`src/rtl/lirs_pkg.sv`:
```
package lirs_pkg;

   // field and register widths
   localparam int SAMP_W     = 16;
   localparam int RATE_W     = 18;
   localparam int CNT_W      = 24;
   localparam int SRC_W      = 32;
   localparam int RUN_W      = 7;
   localparam int CSR_IDX_W  = 2;
   localparam int CSR_DATA_W = 24;

   // tick grid used to place source and result times
   localparam int unsigned TICKS_PER_SECOND = 1000000;
   localparam int TICK_W = $clog2(TICKS_PER_SECOND + 1);

   // shared divider: every quotient it is asked for stays below 2**QUOT_W
   localparam int QUOT_W    = (CNT_W > TICK_W) ? CNT_W : TICK_W;
   localparam int DEN_W     = (RATE_W > TICK_W) ? RATE_W : TICK_W;
   localparam int NUM_W     = DEN_W + QUOT_W;
   localparam int DIV_CNT_W = $clog2(QUOT_W + 1);

   // shared multiplier
   localparam int MUL_OP_W = SRC_W + 1;
   localparam int PROD_W   = SRC_W + RATE_W + 2;

   // register indexes
   localparam logic [CSR_IDX_W-1:0] CSR_IN_RATE   = 2'd0;
   localparam logic [CSR_IDX_W-1:0] CSR_OUT_RATE  = 2'd1;
   localparam logic [CSR_IDX_W-1:0] CSR_OUT_COUNT = 2'd2;

   localparam logic [RATE_W-1:0] IN_RATE_RST  = 18'd44100;
   localparam logic [RATE_W-1:0] OUT_RATE_RST = 18'd48000;

   typedef enum logic [4:0] {
      ST_IDLE,
      ST_E_MUL,
      ST_E_SUM,
      ST_E_CMP,
      ST_E_DIV,
      ST_RUN_SET,
      ST_Q_DIV,
      ST_R_START,
      ST_R_DIV,
      ST_POS,
      ST_T_START,
      ST_T_DIV,
      ST_FR_START,
      ST_FR_DIV,
      ST_FB_START,
      ST_FB_DIV,
      ST_VAL_CHK,
      ST_NUM_B,
      ST_NUM_C,
      ST_NUM_D,
      ST_NUM_DIV,
      ST_PUSH,
      ST_FINISH
   } lirs_state_type;

   typedef struct packed {
      logic             start;
      logic [NUM_W-1:0] numer;
      logic [DEN_W-1:0] denom;
   } lirs_div_req_type;

   typedef struct packed {
      logic              done;
      logic [QUOT_W-1:0] quot;
      logic [DEN_W-1:0]  rem;
   } lirs_div_rsp_type;

endpackage

```
`src/rtl/lirs_if.sv`:
```
interface lirs_req_if import lirs_pkg::*; ();
   logic                     valid;
   logic                     ready;
   logic signed [SAMP_W-1:0] sample;
   logic                     last_sample;

   modport source (output valid, output sample, output last_sample, input ready);
   modport sink (input valid, input sample, input last_sample, output ready);
endinterface

interface lirs_rsp_if import lirs_pkg::*; ();
   logic                     valid;
   logic                     ready;
   logic signed [SAMP_W-1:0] value;
   logic                     run_last;
   logic                     seq_done;
   logic                     overflow;

   modport source (output valid, output value, output run_last, output seq_done,
                   output overflow, input ready);
   modport sink (input valid, input value, input run_last, input seq_done,
                 input overflow, output ready);
endinterface

interface lirs_csr_if import lirs_pkg::*; ();
   logic                  valid;
   logic                  ready;
   logic [CSR_IDX_W-1:0]  index;
   logic [CSR_DATA_W-1:0] data;

   modport source (output valid, output index, output data, input ready);
   modport sink (input valid, input index, input data, output ready);
endinterface

```
`src/rtl/lirs_div.sv`:
```
module lirs_div import lirs_pkg::*; (
   input  logic             clock,
   input  logic             reset,
   input  lirs_div_req_type div_req,
   output lirs_div_rsp_type div_rsp
);

   // restoring divider, one quotient bit per cycle; the caller guarantees
   // that the quotient fits in QUOT_W bits, so the top of the numerator
   // already sits below the divisor
   logic [DEN_W-1:0]     rem_ff, rem_in;
   logic [QUOT_W-1:0]    quo_ff, quo_in;
   logic [DEN_W-1:0]     den_ff, den_in;
   logic [DIV_CNT_W-1:0] cnt_ff, cnt_in;
   logic                 busy_ff, busy_in;
   logic                 done_ff, done_in;
   logic [DEN_W:0]       trial;
   logic [DEN_W:0]       diff;
   logic                 fits;

   always_comb begin
      rem_in  = rem_ff;
      quo_in  = quo_ff;
      den_in  = den_ff;
      cnt_in  = cnt_ff;
      busy_in = busy_ff;
      done_in = 1'b0;
      trial   = {rem_ff, quo_ff[QUOT_W-1]};
      diff    = trial - {1'b0, den_ff};
      fits    = (trial >= {1'b0, den_ff});
      if (div_req.start) begin
         rem_in  = div_req.numer[NUM_W-1:QUOT_W];
         quo_in  = div_req.numer[QUOT_W-1:0];
         den_in  = div_req.denom;
         cnt_in  = DIV_CNT_W'(QUOT_W);
         busy_in = 1'b1;
      end else if (busy_ff) begin
         rem_in = fits ? diff[DEN_W-1:0] : trial[DEN_W-1:0];
         quo_in = {quo_ff[QUOT_W-2:0], fits};
         cnt_in = cnt_ff - 1'b1;
         if (cnt_ff == DIV_CNT_W'(1)) begin
            busy_in = 1'b0;
            done_in = 1'b1;
         end
      end
   end

   always_ff @(posedge clock) begin
      rem_ff <= rem_in;
      quo_ff <= quo_in;
      den_ff <= den_in;
      if (reset) begin
         cnt_ff  <= '0;
         busy_ff <= 1'b0;
         done_ff <= 1'b0;
      end else begin
         cnt_ff  <= cnt_in;
         busy_ff <= busy_in;
         done_ff <= done_in;
      end
   end

   assign div_rsp.done = done_ff;
   assign div_rsp.quot = quo_ff;
   assign div_rsp.rem  = rem_ff;

endmodule

```
`src/rtl/linear_interp_resampler_unit.sv`:
```
// Linear-interpolation sample rate converter. Each accepted item is one signed
// 16-bit source sample; it releases every pending result whose source position
// lies before it, interpolated between the previous sample and this one on a
// 1 MHz tick grid and truncated toward zero. An item marked last_sample flushes
// the remaining results up to out_count, holding that sample at both ends, and
// then returns the converter to its start state. At most MAX_RUN results are
// sent per item; the rest are skipped, still counted, and flagged with overflow.
// One item is worked on at a time and req ready is low meanwhile. All divisions
// run on one shared 24-step restoring divider and all products on one shared
// multiplier, under a small sequencer. An item takes up to one division to
// find the end of its run, then 4 to 6 divisions per result, plus any time
// spent waiting while the output register is held. The last result waits in
// an output register, so the next item can be taken meanwhile.
// Configuration writes are accepted at any time but belong to idle periods.
module linear_interp_resampler_unit import lirs_pkg::*; #(
   parameter int MAX_RUN = 64  // results sent per item, 1 to 64
) (
   input  logic        clock,
   input  logic        reset,
   lirs_req_if.sink    req_bus,
   lirs_rsp_if.source  rsp_bus,
   lirs_csr_if.sink    csr_bus
);

   // configuration
   logic [RATE_W-1:0] in_rate_ff, in_rate_in;
   logic [RATE_W-1:0] out_rate_ff, out_rate_in;
   logic [CNT_W-1:0]  out_count_ff, out_count_in;

   // converter state kept between items
   logic signed [SAMP_W-1:0] prev_ff, prev_in;
   logic                     have_prev_ff, have_prev_in;
   logic [SRC_W-1:0]         src_idx_ff, src_idx_in;
   logic [CNT_W-1:0]         out_idx_ff, out_idx_in;

   // sequencer
   lirs_state_type state_ff, state_in;

   // current item and run
   logic signed [SAMP_W-1:0] samp_ff, samp_in;
   logic                     last_ff, last_in;
   logic [CNT_W-1:0]         e_ff, e_in;       // end of run (exclusive result index)
   logic [RUN_W-1:0]         emit_ff, emit_in;
   logic [RUN_W-1:0]         k_ff, k_in;
   logic                     ovf_ff, ovf_in;
   logic [CNT_W-1:0]         idx_ff, idx_in;   // result index being worked on

   // per-result scratch
   logic signed [PROD_W-1:0] mul_ff, mul_in;
   logic signed [PROD_W-1:0] acc_ff, acc_in;
   logic [QUOT_W-1:0]        q_ff, q_in;       // whole periods of out_rate
   logic [RATE_W-1:0]        ir_ff, ir_in;     // index within that period
   logic [RATE_W-1:0]        r_ff, r_in;       // source position within its period
   logic signed [SAMP_W-1:0] a_ff, a_in;
   logic [TICK_W-1:0]        tf_ff, tf_in;     // result time within period
   logic [TICK_W-1:0]        fr_ff, fr_in;     // left source time within period
   logic [TICK_W-1:0]        span_ff, span_in;
   logic [TICK_W-1:0]        d_ff, d_in;
   logic                     neg_ff, neg_in;
   logic signed [SAMP_W-1:0] res_ff, res_in;

   // output register
   logic                     rsp_valid_ff, rsp_valid_in;
   logic signed [SAMP_W-1:0] o_value_ff, o_value_in;
   logic                     o_run_last_ff, o_run_last_in;
   logic                     o_seq_done_ff, o_seq_done_in;
   logic                     o_ovf_ff, o_ovf_in;

   // shared units
   lirs_div_req_type              div_req;
   lirs_div_rsp_type              div_rsp;
   logic signed [MUL_OP_W-1:0]    mul_a;
   logic signed [MUL_OP_W-1:0]    mul_b;
   logic signed [2*MUL_OP_W-1:0]  mul_prod;

   // helpers
   logic [RATE_W-1:0]        ri_eff;
   logic [RATE_W-1:0]        ro_eff;
   logic                     req_fire;
   logic                     csr_fire;
   logic [CNT_W-1:0]         run_len;
   logic [PROD_W:0]          pos_sum;
   logic [RATE_W:0]          r_plus;
   logic [TICK_W-1:0]        d_raw;
   logic signed [SAMP_W:0]   half_sum;
   logic signed [SAMP_W:0]   step_diff;
   logic [PROD_W-1:0]        num_mag;
   logic [SAMP_W-1:0]        q16;
   logic                     run_end;
   logic                     out_free;

   lirs_div u_div (
      .clock   (clock),
      .reset   (reset),
      .div_req (div_req),
      .div_rsp (div_rsp)
   );

   assign mul_prod = mul_a * mul_b;

   // a rate of zero behaves as one
   assign ri_eff = (in_rate_ff == '0) ? RATE_W'(1) : in_rate_ff;
   assign ro_eff = (out_rate_ff == '0) ? RATE_W'(1) : out_rate_ff;

   assign req_bus.ready = (state_ff == ST_IDLE);
   assign req_fire      = req_bus.valid & req_bus.ready;
   assign csr_bus.ready = 1'b1;
   assign csr_fire      = csr_bus.valid;

   assign rsp_bus.valid    = rsp_valid_ff;
   assign rsp_bus.value    = o_value_ff;
   assign rsp_bus.run_last = o_run_last_ff;
   assign rsp_bus.seq_done = o_seq_done_ff;
   assign rsp_bus.overflow = o_ovf_ff;

   always_comb begin
      in_rate_in    = in_rate_ff;
      out_rate_in   = out_rate_ff;
      out_count_in  = out_count_ff;
      prev_in       = prev_ff;
      have_prev_in  = have_prev_ff;
      src_idx_in    = src_idx_ff;
      out_idx_in    = out_idx_ff;
      state_in      = state_ff;
      samp_in       = samp_ff;
      last_in       = last_ff;
      e_in          = e_ff;
      emit_in       = emit_ff;
      k_in          = k_ff;
      ovf_in        = ovf_ff;
      idx_in        = idx_ff;
      mul_in        = mul_ff;
      acc_in        = acc_ff;
      q_in          = q_ff;
      ir_in         = ir_ff;
      r_in          = r_ff;
      a_in          = a_ff;
      tf_in         = tf_ff;
      fr_in         = fr_ff;
      span_in       = span_ff;
      d_in          = d_ff;
      neg_in        = neg_ff;
      res_in        = res_ff;
      rsp_valid_in  = rsp_valid_ff;
      o_value_in    = o_value_ff;
      o_run_last_in = o_run_last_ff;
      o_seq_done_in = o_seq_done_ff;
      o_ovf_in      = o_ovf_ff;

      div_req.start = 1'b0;
      div_req.numer = '0;
      div_req.denom = '0;
      mul_a         = '0;
      mul_b         = '0;

      run_len   = (e_ff > out_idx_ff) ? e_ff - out_idx_ff : '0;
      pos_sum   = {1'b0, mul_ff} + (PROD_W + 1)'(r_ff);
      r_plus    = {1'b0, r_ff} + 1'b1;
      d_raw     = (tf_ff > fr_ff) ? tf_ff - fr_ff : '0;
      half_sum  = (SAMP_W + 1)'(a_ff >>> 1) + (SAMP_W + 1)'(samp_ff >>> 1);
      step_diff = (SAMP_W + 1)'(samp_ff) - (SAMP_W + 1)'(a_ff);
      num_mag   = acc_ff[PROD_W-1] ? PROD_W'(-acc_ff) : PROD_W'(acc_ff);
      q16       = div_rsp.quot[SAMP_W-1:0];
      run_end   = (RUN_W'(k_ff + 1'b1) == emit_ff);
      out_free  = !rsp_valid_ff || rsp_bus.ready;

      // output register drains independently of the sequencer
      if (rsp_valid_ff && rsp_bus.ready) begin
         rsp_valid_in = 1'b0;
      end

      if (csr_fire) begin
         case (csr_bus.index)
            CSR_IN_RATE:   in_rate_in   = csr_bus.data[RATE_W-1:0];
            CSR_OUT_RATE:  out_rate_in  = csr_bus.data[RATE_W-1:0];
            CSR_OUT_COUNT: out_count_in = csr_bus.data[CNT_W-1:0];
            default: begin
            end
         endcase
      end

      case (state_ff)
         ST_IDLE: begin
            if (req_fire) begin
               samp_in  = req_bus.sample;
               last_in  = req_bus.last_sample;
               state_in = ST_E_MUL;
            end
         end
         // end of run: ceil(s*ro/ri), capped at out_count; out_count itself for a last item
         ST_E_MUL: begin
            mul_a    = MUL_OP_W'(src_idx_ff);
            mul_b    = MUL_OP_W'(ro_eff);
            mul_in   = $signed(mul_prod[PROD_W-1:0]);
            state_in = ST_E_SUM;
         end
         ST_E_SUM: begin
            acc_in   = mul_ff + PROD_W'(ri_eff) - PROD_W'(1);
            mul_a    = MUL_OP_W'(out_count_ff);
            mul_b    = MUL_OP_W'(ri_eff);
            mul_in   = $signed(mul_prod[PROD_W-1:0]);
            state_in = ST_E_CMP;
         end
         ST_E_CMP: begin
            if (last_ff || ($unsigned(acc_ff) >= $unsigned(mul_ff))) begin
               e_in     = out_count_ff;
               state_in = ST_RUN_SET;
            end else begin
               div_req.start = 1'b1;
               div_req.numer = acc_ff[NUM_W-1:0];
               div_req.denom = DEN_W'(ri_eff);
               state_in      = ST_E_DIV;
            end
         end
         ST_E_DIV: begin
            if (div_rsp.done) begin
               e_in     = CNT_W'(div_rsp.quot);
               state_in = ST_RUN_SET;
            end
         end
         ST_RUN_SET: begin
            if (run_len != '0) begin
               out_idx_in = e_ff;
            end
            emit_in = (run_len > CNT_W'(MAX_RUN)) ? RUN_W'(MAX_RUN) : RUN_W'(run_len);
            ovf_in  = (run_len > CNT_W'(MAX_RUN));
            k_in    = '0;
            idx_in  = out_idx_ff;
            if (run_len == '0) begin
               state_in = ST_FINISH;
            end else begin
               div_req.start = 1'b1;
               div_req.numer = NUM_W'(out_idx_ff);
               div_req.denom = DEN_W'(ro_eff);
               state_in      = ST_Q_DIV;
            end
         end
         // split the result index into whole out_rate periods and a remainder
         ST_Q_DIV: begin
            if (div_rsp.done) begin
               q_in     = div_rsp.quot;
               ir_in    = RATE_W'(div_rsp.rem);
               mul_a    = MUL_OP_W'(div_rsp.rem);
               mul_b    = MUL_OP_W'(ri_eff);
               mul_in   = $signed(mul_prod[PROD_W-1:0]);
               state_in = ST_R_START;
            end
         end
         ST_R_START: begin
            div_req.start = 1'b1;
            div_req.numer = mul_ff[NUM_W-1:0];
            div_req.denom = DEN_W'(ro_eff);
            state_in      = ST_R_DIV;
         end
         ST_R_DIV: begin
            if (div_rsp.done) begin
               r_in     = RATE_W'(div_rsp.quot);
               mul_a    = MUL_OP_W'(q_ff);
               mul_b    = MUL_OP_W'(ri_eff);
               mul_in   = $signed(mul_prod[PROD_W-1:0]);
               state_in = ST_POS;
            end
         end
         // source position decides whether the left end is the held sample
         ST_POS: begin
            if (have_prev_ff && (pos_sum < (PROD_W + 1)'(src_idx_ff))) begin
               a_in = prev_ff;
            end else begin
               a_in = samp_ff;
            end
            mul_a    = MUL_OP_W'(ir_ff);
            mul_b    = MUL_OP_W'(TICKS_PER_SECOND);
            mul_in   = $signed(mul_prod[PROD_W-1:0]);
            state_in = ST_T_START;
         end
         ST_T_START: begin
            div_req.start = 1'b1;
            div_req.numer = mul_ff[NUM_W-1:0];
            div_req.denom = DEN_W'(ro_eff);
            state_in      = ST_T_DIV;
         end
         ST_T_DIV: begin
            if (div_rsp.done) begin
               tf_in    = TICK_W'(div_rsp.quot);
               mul_a    = MUL_OP_W'(r_ff);
               mul_b    = MUL_OP_W'(TICKS_PER_SECOND);
               mul_in   = $signed(mul_prod[PROD_W-1:0]);
               state_in = ST_FR_START;
            end
         end
         ST_FR_START: begin
            div_req.start = 1'b1;
            div_req.numer = mul_ff[NUM_W-1:0];
            div_req.denom = DEN_W'(ri_eff);
            state_in      = ST_FR_DIV;
         end
         ST_FR_DIV: begin
            if (div_rsp.done) begin
               fr_in = TICK_W'(div_rsp.quot);
               if (r_plus < (RATE_W + 1)'(ri_eff)) begin
                  mul_a    = MUL_OP_W'(r_plus);
                  mul_b    = MUL_OP_W'(TICKS_PER_SECOND);
                  mul_in   = $signed(mul_prod[PROD_W-1:0]);
                  state_in = ST_FB_START;
               end else begin
                  // right end is the start of the next period
                  span_in  = TICK_W'(TICKS_PER_SECOND) - TICK_W'(div_rsp.quot);
                  state_in = ST_VAL_CHK;
               end
            end
         end
         ST_FB_START: begin
            div_req.start = 1'b1;
            div_req.numer = mul_ff[NUM_W-1:0];
            div_req.denom = DEN_W'(ri_eff);
            state_in      = ST_FB_DIV;
         end
         ST_FB_DIV: begin
            if (div_rsp.done) begin
               span_in  = TICK_W'(div_rsp.quot) - fr_ff;
               state_in = ST_VAL_CHK;
            end
         end
         ST_VAL_CHK: begin
            d_in = (d_raw > span_ff) ? span_ff : d_raw;
            if (span_ff == '0) begin
               // both ends on the same tick: average of the halves
               res_in   = half_sum[SAMP_W-1:0];
               state_in = ST_PUSH;
            end else if (a_ff == samp_ff) begin
               res_in   = a_ff;
               state_in = ST_PUSH;
            end else begin
               mul_a    = MUL_OP_W'(a_ff);
               mul_b    = MUL_OP_W'(span_ff);
               mul_in   = $signed(mul_prod[PROD_W-1:0]);
               state_in = ST_NUM_B;
            end
         end
         // numerator a*span + (b-a)*d
         ST_NUM_B: begin
            acc_in   = mul_ff;
            mul_a    = MUL_OP_W'(step_diff);
            mul_b    = MUL_OP_W'(d_ff);
            mul_in   = $signed(mul_prod[PROD_W-1:0]);
            state_in = ST_NUM_C;
         end
         ST_NUM_C: begin
            acc_in   = acc_ff + mul_ff;
            state_in = ST_NUM_D;
         end
         ST_NUM_D: begin
            neg_in        = acc_ff[PROD_W-1];
            div_req.start = 1'b1;
            div_req.numer = num_mag[NUM_W-1:0];
            div_req.denom = DEN_W'(span_ff);
            state_in      = ST_NUM_DIV;
         end
         ST_NUM_DIV: begin
            if (div_rsp.done) begin
               // divide the magnitude, then restore the sign: truncates toward zero
               res_in   = neg_ff ? $signed(-q16) : $signed(q16);
               state_in = ST_PUSH;
            end
         end
         ST_PUSH: begin
            if (out_free) begin
               rsp_valid_in  = 1'b1;
               o_value_in    = res_ff;
               o_run_last_in = run_end;
               o_seq_done_in = run_end && (e_ff >= out_count_ff);
               o_ovf_in      = ovf_ff;
               if (run_end) begin
                  state_in = ST_FINISH;
               end else begin
                  k_in          = k_ff + 1'b1;
                  idx_in        = idx_ff + 1'b1;
                  div_req.start = 1'b1;
                  div_req.numer = NUM_W'(idx_ff + 1'b1);
                  div_req.denom = DEN_W'(ro_eff);
                  state_in      = ST_Q_DIV;
               end
            end
         end
         ST_FINISH: begin
            if (last_ff) begin
               prev_in      = '0;
               have_prev_in = 1'b0;
               src_idx_in   = '0;
               out_idx_in   = '0;
            end else begin
               prev_in      = samp_ff;
               have_prev_in = 1'b1;
               if (src_idx_ff != '1) begin
                  src_idx_in = src_idx_ff + 1'b1;
               end
            end
            state_in = ST_IDLE;
         end
         default: begin
            state_in = ST_IDLE;
         end
      endcase
   end

   always_ff @(posedge clock) begin
      samp_ff       <= samp_in;
      e_ff          <= e_in;
      emit_ff       <= emit_in;
      k_ff          <= k_in;
      ovf_ff        <= ovf_in;
      idx_ff        <= idx_in;
      mul_ff        <= mul_in;
      acc_ff        <= acc_in;
      q_ff          <= q_in;
      ir_ff         <= ir_in;
      r_ff          <= r_in;
      a_ff          <= a_in;
      tf_ff         <= tf_in;
      fr_ff         <= fr_in;
      span_ff       <= span_in;
      d_ff          <= d_in;
      neg_ff        <= neg_in;
      res_ff        <= res_in;
      o_value_ff    <= o_value_in;
      o_run_last_ff <= o_run_last_in;
      o_seq_done_ff <= o_seq_done_in;
      o_ovf_ff      <= o_ovf_in;
      if (reset) begin
         in_rate_ff   <= IN_RATE_RST;
         out_rate_ff  <= OUT_RATE_RST;
         out_count_ff <= '0;
         prev_ff      <= '0;
         have_prev_ff <= 1'b0;
         src_idx_ff   <= '0;
         out_idx_ff   <= '0;
         state_ff     <= ST_IDLE;
         last_ff      <= 1'b0;
         rsp_valid_ff <= 1'b0;
      end else begin
         in_rate_ff   <= in_rate_in;
         out_rate_ff  <= out_rate_in;
         out_count_ff <= out_count_in;
         prev_ff      <= prev_in;
         have_prev_ff <= have_prev_in;
         src_idx_ff   <= src_idx_in;
         out_idx_ff   <= out_idx_in;
         state_ff     <= state_in;
         last_ff      <= last_in;
         rsp_valid_ff <= rsp_valid_in;
      end
   end

endmodule

```
`src/flat_wrapper.sv`:
```
// flat-port wrapper written by rule: the top's interface ports become plain ports
module linear_interp_resampler_unit_flat import lirs_pkg::*;
#(
   parameter int MAX_RUN = 64                                   
)
  (clock, reset, req_bus_valid, req_bus_sample, req_bus_last_sample, req_bus_ready, rsp_bus_valid, rsp_bus_value, rsp_bus_run_last, rsp_bus_seq_done, rsp_bus_overflow, rsp_bus_ready, csr_bus_valid, csr_bus_index, csr_bus_data, csr_bus_ready);
  lirs_req_if req_bus_i ();
  lirs_rsp_if rsp_bus_i ();
  lirs_csr_if csr_bus_i ();
  input  logic clock;
  input  logic reset;
  input wire logic [$bits(req_bus_i.valid)-1:0] req_bus_valid;
  input wire logic [$bits(req_bus_i.sample)-1:0] req_bus_sample;
  input wire logic [$bits(req_bus_i.last_sample)-1:0] req_bus_last_sample;
  output wire logic [$bits(req_bus_i.ready)-1:0] req_bus_ready;
  output wire logic [$bits(rsp_bus_i.valid)-1:0] rsp_bus_valid;
  output wire logic [$bits(rsp_bus_i.value)-1:0] rsp_bus_value;
  output wire logic [$bits(rsp_bus_i.run_last)-1:0] rsp_bus_run_last;
  output wire logic [$bits(rsp_bus_i.seq_done)-1:0] rsp_bus_seq_done;
  output wire logic [$bits(rsp_bus_i.overflow)-1:0] rsp_bus_overflow;
  input wire logic [$bits(rsp_bus_i.ready)-1:0] rsp_bus_ready;
  input wire logic [$bits(csr_bus_i.valid)-1:0] csr_bus_valid;
  input wire logic [$bits(csr_bus_i.index)-1:0] csr_bus_index;
  input wire logic [$bits(csr_bus_i.data)-1:0] csr_bus_data;
  output wire logic [$bits(csr_bus_i.ready)-1:0] csr_bus_ready;
  assign req_bus_i.valid = req_bus_valid;
  assign req_bus_i.sample = req_bus_sample;
  assign req_bus_i.last_sample = req_bus_last_sample;
  assign req_bus_ready = req_bus_i.ready;
  assign rsp_bus_valid = rsp_bus_i.valid;
  assign rsp_bus_value = rsp_bus_i.value;
  assign rsp_bus_run_last = rsp_bus_i.run_last;
  assign rsp_bus_seq_done = rsp_bus_i.seq_done;
  assign rsp_bus_overflow = rsp_bus_i.overflow;
  assign rsp_bus_i.ready = rsp_bus_ready;
  assign csr_bus_i.valid = csr_bus_valid;
  assign csr_bus_i.index = csr_bus_index;
  assign csr_bus_i.data = csr_bus_data;
  assign csr_bus_ready = csr_bus_i.ready;
  linear_interp_resampler_unit #(.MAX_RUN(MAX_RUN)) u_core (.clock(clock), .reset(reset), .req_bus(req_bus_i), .rsp_bus(rsp_bus_i), .csr_bus(csr_bus_i));
endmodule
```
`config.mk`:
```
export PLATFORM = sky130hd
export DESIGN_NAME = linear_interp_resampler_unit_flat
export DESIGN_NICKNAME = d
export VERILOG_FILES = /design/src/rtl/lirs_pkg.sv /design/src/rtl/lirs_if.sv /design/src/rtl/lirs_div.sv /design/src/rtl/linear_interp_resampler_unit.sv /design/src/flat_wrapper.sv
export SDC_FILE = /design/constraint.sdc
export NUM_CORES = 2
export LEC_CHECK = 0
export ABC_CLOCK_PERIOD_IN_PS = 12700
export BUFFER_PORTS_ARGS = -buffer_cell sky130_fd_sc_hd__buf_2
export CORE_ASPECT_RATIO = 0.5
export CORE_MARGIN = 1.5
export CORE_UTILIZATION = 30
export CTS_BUF_LIST = sky130_fd_sc_hd__clkbuf_2
export CTS_CLUSTER_SIZE = 20
export DETAILED_ROUTE_END_ITERATION = 10
export PLACE_DENSITY_LB_ADDON = 0.12
export SYNTH_ARGS = -nofsm -noshare
export SYNTH_HDL_FRONTEND = slang
export SYNTH_SLANG_ARGS = --single-unit
```
`constraint.sdc`:
```
create_clock -name clock -period 12.7 [get_ports clock]
set_input_delay 1.905 -clock clock [delete_from_list [all_inputs] [get_ports clock]]
set_output_delay 1.905 -clock clock [all_outputs]
set_load 0.01 [all_outputs]
```
* Yosys cells after proc, flatten, opt, wreduce, memory -nomap -nowiden *
Index checks and enable logic that the tools add are counted.

storage, ports and cells
  memories = 0
  flip-flop bits (word level) = 586
  output and inout port bits = 22
  latch bits = 0
  input port bits = 48
  memory bits (read-only) = 0
  word-level logic and storage cells = 252
  memory bits (writable) = 0

operators by class
  order comparisons = 9
  shifts and indexed selects = 0
  add/subtract/negate cells = 19
  reductions and logical operators = 46
  multiply operators = 1
  muxes and demuxes = 89
  eq/ne operators = 47
  bitwise logic cells = 2
  divide/modulo/power cells = 0

operators with widths
  cell                   count
  $pmux 65 s6            1
  $pmux 33 s9            1
  $pmux 33 s8            1
  $mux 52                5
  $mux 65                4
  $mux 20                12
  $mux 24                10
  $pmux 52 s4            1
  $mux 33                5
  $pmux 52 s3            1
  $pmux 24 s2            3
  $pmux 5 s22            1
  $mux 16                6
  $mux 5                 15
  $mux 18                4
  $mux 32                2
  $sub 20x20->20         3
  $add 52x18->53         1
  $lt 53x32->1           1
  $add 52x18->52         1
  $add 52x52->52         1
  $ge 52x52->1           1
  $mul 33x33->52         1
  $sub 52x1->52 const B  1
  61 further kinds       131

* Logic depth before layout (Yosys ltp) *
  depth after elaboration = 10
  mapped depth = 48
  mapped depth without buffers = 45

* Hierarchy *
From an unflattened synthesis, not the netlist that was laid out.

unflattened totals
  cells, all modules = 7,469
  area total of the unflattened synthesis = 66,645.2 sq um

modules (own cells, without submodules)
  module                        seq. area each (sq um)  instances  cells an instance  area an instance (sq um)
  linear_interp_resampler_unit  14,063.5                1          7,084              62,245.9
  lirs_div                      2,062.0                 1          385                4,399.2

* Least setup slack after synthesis *
No wires, ideal clock.

  path kind = flip-flop to flip-flop
  start point = register u_core.state_ff[0]
  end point = register u_core.mul_ff[48] (data pin)
  path slack = 1.205 ns
  period minus slack after synthesis = 11.495 ns
  library setup time = 0.259 ns
  required time = 12.441 ns
  data arrival time = 11.236 ns
  path buffers = 5
  stages on the path, launching flop included = 41
  cell sequence = dfxtp_1 > clkbuf_1 > nor2b_1 > nand2_1 > nor4_1 > and2_1 > nand2_1 > or3_1 > nand2_1 > clkbuf_1 > buf_1 > a21oi_1 > clkbuf_1 > nor2_1 > fa_1 > fa_1 > fa_1 > inv_1 > [... 5 more ...] > inv_1 > fa_1 > inv_1 > fa_1 > inv_1 > ha_1 > clkbuf_1 > a21oi_1 > o221ai_1 > a221oi_1 > o211ai_1 > nand3_1 > a31oi_1 > or2_2 > o22ai_1 > o31ai_1 > a21oi_1 > xnor2_1

on the way
  longest elaborated chain between the ends = 7
  elaborated cells between the ends (all ways) = 21
  those cells by class = mul (1); eq/ne (9); mux (8); reduce/logical (3)

ends and longest elaborated chain
  what                                             line                                                                      text
  start, declared                                  linear_interp_resampler_unit.sv:37                                        lirs_state_type state_ff, state_in;
  start signal, assigned                           linear_interp_resampler_unit.sv:448                                       state_ff <= state_in;
  $eq 5x3->1 / $eq 5x4->1 (equally long branches)  linear_interp_resampler_unit.sv:182                                       case (state_ff)
  $reduce_or 2->1 (no line)                        --
  $pmux 33 s8                                      linear_interp_resampler_unit.sv:182
  $mul 33x33->52                                   linear_interp_resampler_unit.sv:99                                        assign mul_prod = mul_a * mul_b;
  $mux 52 (on tied branches)                       linear_interp_resampler_unit.sv:330, linear_interp_resampler_unit.sv:300
  $mux 52 (on tied branches)                       linear_interp_resampler_unit.sv:326, linear_interp_resampler_unit.sv:298
  $pmux 52 s4 *                                    linear_interp_resampler_unit.sv:182
  via u_core.mul_in[48]                            linear_interp_resampler_unit.sv:49                                        logic signed [PROD_W-1:0] mul_ff, mul_in;
  end signal, assigned                             linear_interp_resampler_unit.sv:413                                       mul_ff <= mul_in;
  end, declared                                    linear_interp_resampler_unit.sv:49

Mark *: on every way through the listed nets, which the timed path passes. The rest lies on a longest branch. The select of a mux whose other input is x is not followed.
A chain may end at the register's enable or synchronous reset.

* Worst setup path in the final report *
  start point = register u_core.r_ff[2]
  end point = register u_core.mul_ff[48] (data pin)

on the way
  longest elaborated chain between the ends = 9
  elaborated cells between the ends (all ways) = 16
  those cells by class = add/sub (1); mul (1); order compare (1); mux (13)

ends and longest elaborated chain
  what                                               line                                                                      text
  start, declared                                    linear_interp_resampler_unit.sv:53                                        logic [RATE_W-1:0] r_ff, r_in;
  start signal, assigned                             linear_interp_resampler_unit.sv:417                                       r_ff <= r_in;
  $add 18x1->19                                      linear_interp_resampler_unit.sv:158                                       r_plus = {1'b0, r_ff} + 1'b1;
  $lt 19x18->1                                       linear_interp_resampler_unit.sv:300                                       if (r_plus < (RATE_W + 1)'(ri_eff)) begin
  $mux 19 / $mux 20 (equally long branches)          linear_interp_resampler_unit.sv:300
  $mux 33                                            linear_interp_resampler_unit.sv:298                                       if (div_rsp.done) begin
  $pmux 33 s9 / $pmux 33 s8 (equally long branches)  linear_interp_resampler_unit.sv:182
  $mul 33x33->52 *                                   linear_interp_resampler_unit.sv:99
  $mux 52 (on tied branches)                         linear_interp_resampler_unit.sv:330, linear_interp_resampler_unit.sv:300
  $mux 52 (on tied branches)                         linear_interp_resampler_unit.sv:326, linear_interp_resampler_unit.sv:298
  $pmux 52 s4 *                                      linear_interp_resampler_unit.sv:182
  via u_core.mul_in[48]                              linear_interp_resampler_unit.sv:49

Marked as above.

==> summary.txt <==
Global route
  • GRT Total Usage: 0.2452
  • Pin count of the biggest net entering global routing: 78
  • Initial antenna violation count: 34
  • Vias in the first global route: 56770
  • Busiest layer in global routing: met1
  • Met1 Use GR: 0.3687
  • Grt ovf: 0
  • First-pass GRT wire length: 405.8 mm
  • Met2 usage: 0.3596
  • Met3 Usage GRT: 0.04656

Place
  • Setup WS pre-CTS: 0.7009 ns
  • Placed inst area: 72090 um2
  • Gpl congestion: 0.9318
  • Detail Placement HPWL: 223.0 mm
  • Number of port buffers: 68

Hold path
  • Hold Crit Depth: 0
  • Hold Path End: u_core.rsp_bus.value[12]
  • Hold Crit Start: u_core.res_ff[12]
  • Worst hold path type: flop to flop

Clock network
  • TritonCTS buffer count: 165
  • Post_cts resized: 0
  • Max clock buf depth: 3
  • Root Driver: clkbuf_2
  • CTS tree: done
  • Post-CTS setup buffer count: 0
  • Sink Count: 586
  • H-tree levels: 4
  • Worst-path clk slew: 0.13 ns
  • Clk Latency, worst-skew pair: 1.70 ns
  • CTS hold repair buffers: 0

Timing
  • Post-route setup slack: 0.6032 ns
  • Final setup TNS: 0 ns
  • F_max: 82.67 MHz
  • Max-slew headroom at the worst pin: 0.1001
  • Skew final: 0.1901 ns
  • Final hold vios: 0
  • Period utilisation layout: 0.9525
  • Final setup violation count: 0
  • Tmin final: 12.10 ns
  • Worst slew pin tran: 1.350 ns
  • Max Slew Vio Count: 0
  • RSZ-0062 raised after global routing: no

Yosys
  • Synth top area cells: edfxtp_1 (20%), fa_1 (19%), ha_1 (12%)
  • Syn Area/Cell: 8.863 um2
  • Synthesis-stage register bit count: 586
  • Primary FF master, synth: edfxtp_1
  • Post-synthesis sequential area ratio: 0.2398
  • Synthesis Warnings: 0
  • Yosys cell types: 89
  • Number of flops mapped to enable cells by yosys: 439
  • Mapped cell area: 67240 um2
  • Post-synth top area share: 0.1961
  • Post-synthesis async set-or-reset flop share: 0
  • Mapped Cells: 7587
  • Most numerous cell in the Yosys netlist: inv_1
  • Post-synth top cells: inv_1 (1153), nand2_1 (785), nor2_1 (647)
  • Yosys top cell by area: edfxtp_1
  • Synthesized Nets: 8910

Power
  • LEAKAGE: 32.11 nW
  • Worst vdd ir: 0.1068 mV
  • PwrDens: 200.1 nW/um2

Layout
  • Final core utilization: 0.3319
  • Fill count: 23690
  • Nets@finish: 9049
  • Synthesis-to-layout area growth: 9.555%
  • Finished layout cell area: 73670 um2
  • Share of layout cells above drive strength 1: 0.09170

Critical path
  • R2R Setup Slk: 0.60 ns
  • Worst reg2reg path startpoint: u_core.r_ff[2]
  • CP Max Fanout: 11
  • Worst R2R End: u_core.mul_ff[48]
  • Startpoint types: flop
  • Slowest CP cell: nor3_2
  • Critical Path End Type: flop
  • Slowest stage delay, CP: 0.85 ns
  • Top cell by count, worst path: fa_1
  • R2R cell count: 42
  • Critical path required time: 14.09 ns
  • CP arrival: 13.48 ns
  • Setup Crit Path Kind: flop to flop

Die
  • Row Count: 122
  • Die height: 337.8 um
  • Starting density of the core: 0.3030
  • Die area: 227200 um2
  • Core area: 221900 um2
  • # IOs: 70
  • Die span in x: 672.5 um

Routing
  • 1st-pass router iterations: 9
  • Vias/cell: 5.308
  • DRC viols: 0
  • Routed wire length: 279.9 mm
  • DR iter-0 viols: 5975
  • Vias: 57590
  • Post-route ant nets: 0
  • Drt wl/cell: 25.80 um

Job
  • # Max-Cap Violations: 0

Outcome
  • Status: completed
## worst max-delay path by stage
stage | depth (start not counted) | slack (ns) | endpoint | start
floorplan | 40 | 1.21 | u_core.mul_ff[48] | u_core.state_ff[0]
global placement | 42 | 0.85 | u_core.mul_ff[48] | u_core.r_ff[2]
detailed placement | 42 | 0.70 | u_core.mul_ff[48] | u_core.r_ff[2]
CTS | 42 | 0.66 | u_core.mul_ff[48] | u_core.r_ff[2]
global route | 39 | 0.06 | u_core.mul_ff[51] | u_core.r_ff[1]
finish | 42 | 0.60 | u_core.mul_ff[48] | u_core.r_ff[2]
## worst max-delay path: cells and delay by family (launching register included)
| kind | cells | cell delay (ns) |
|---|---|---|
| fa+ha+maj | 10 | 4.65 |
| xor+xnor | 2 | 0.35 |
| flops | 1 | 0.50 |
| buf+inv | 5 | 0.26 |
| simple gates | 14 | 4.16 |
| compound gates | 11 | 1.88 |
## cell families (layout without fill, tap and decap cells)
kind of cell | after synthesis | count (layout) | synth area share
xor+xnor | 383 | 383 | 0.04989
fa+ha+maj | 1275 | 1275 | 0.3081
mux | 98 | 98 | 0.01557
simple gates | 2197 | 2197 | 0.1492
flops | 586 | 586 | 0.2398
other cells | 1 | 11 | 0.00005577
buf+inv | 1460 | 1736 | 0.08167
compound gates | 1587 | 1587 | 0.1557
## per-layer routing
metal,up-vias,part of all wire
met1,29130,0.49
met4,16,0.022
li1,26110,-
met2,2006,0.41
met3,325,0.079
met5,-,0.00035
## flip-flops by register name, indices dropped and copies added (netlist names), 18 cells and up
signal / flops
u_core.acc_ff: 52
u_core.mul_ff: 52
u_core.src_idx_ff: 32
u_core.e_ff: 24
u_core.idx_ff: 24
u_core.out_count_ff: 24
u_core.out_idx_ff: 24
u_core.q_ff: 24
u_core.u_div.quo_ff: 24
u_core.d_ff: 20
u_core.fr_ff: 20
u_core.span_ff: 20
u_core.tf_ff: 20
u_core.u_div.den_ff: 20
u_core.u_div.rem_ff: 20
u_core.in_rate_ff: 18
u_core.ir_ff: 18
u_core.out_rate_ff: 18
u_core.r_ff: 18
## final cells by class
class                   instances  area, um2  share of cell area
multi-input cells            5541      45980              0.6242
flip-flops and latches        586      16130              0.2189
inverters                    1156       4339             0.05890
well taps                    2976       3724             0.05055
repair buffers                276       1917             0.02602
clock buffers                 259       1296             0.01760
clock inverters                45      257.7            0.003499
diodes                         10      25.02           0.0003397
## per-stage QoR
| step | std cells | hold WS [ns] | power (mW) |
|---|---|---|---|
| 2_1_floorplan | 7587 | 0.4003 | 9.476 |
| 3_3_place_gp | 10540 | 0.4010 | 13.09 |
| 3_5_place_dp | 10540 | 0.4052 | 13.02 |
| 4_1_cts | 10840 | 0.2309 | 14.66 |
| 5_1_grt | 10850 | 0.2664 | 15.80 |
| 6_report | 10850 | 0.3869 | 14.74 |
## cells in the final DEF (no fill, tap or decap), types with 34 or more instances in the layout
| cell | Yosys | layout |
|---|---|---|
| a21o_1 | 115 | 115 |
| a21oi_1 | 436 | 428 |
| a221o_1 | 59 | 59 |
| a221oi_1 | 53 | 35 |
| a22o_1 | 51 | 51 |
| a22oi_1 | 86 | 86 |
| a31oi_1 | 36 | 34 |
| and3_1 | 45 | 44 |
| buf_2 | 6 | 67 |
| buf_4 | 1 | 208 |
| clkbuf_2 | 0 | 259 |
| dfxtp_1 | 147 | 147 |
| edfxtp_1 | 439 | 439 |
| fa_1 | 635 | 635 |
| ha_1 | 640 | 640 |
| inv_1 | 1153 | 1153 |
| mux2_2 | 43 | 43 |
| mux2i_1 | 54 | 54 |
| nand2_1 | 785 | 784 |
| nand2b_1 | 101 | 100 |
| nand3_1 | 122 | 122 |
| nand3b_1 | 34 | 34 |
| nand4_1 | 66 | 66 |
| nor2_1 | 647 | 639 |
| nor2b_1 | 61 | 61 |
| nor3_1 | 122 | 110 |
| nor4_1 | 43 | 40 |
| o211ai_1 | 34 | 34 |
| o21a_1 | 50 | 50 |
| o21ai_0 | 343 | 339 |
| o21bai_1 | 52 | 52 |
| o31ai_1 | 37 | 37 |
| or2_2 | 36 | 36 |
| or3_1 | 43 | 43 |
| xnor2_1 | 272 | 272 |
| xor2_1 | 111 | 111 |
## power breakdown
| part | internal (mW) | leakage (nW) | switching (mW) | total, mW |
|---|---|---|---|---|
| Combinational | 3.46 | 25.7 | 6.28 | 9.74 |
| Clock | 0.585 | 1.19 | 0.962 | 1.55 |
| Sequential | 2.77 | 5.23 | 0.681 | 3.45 |
| Total | 6.81 | 32.1 | 7.93 | 14.7 |
Note: power is estimated with default switching activity, not from simulation.
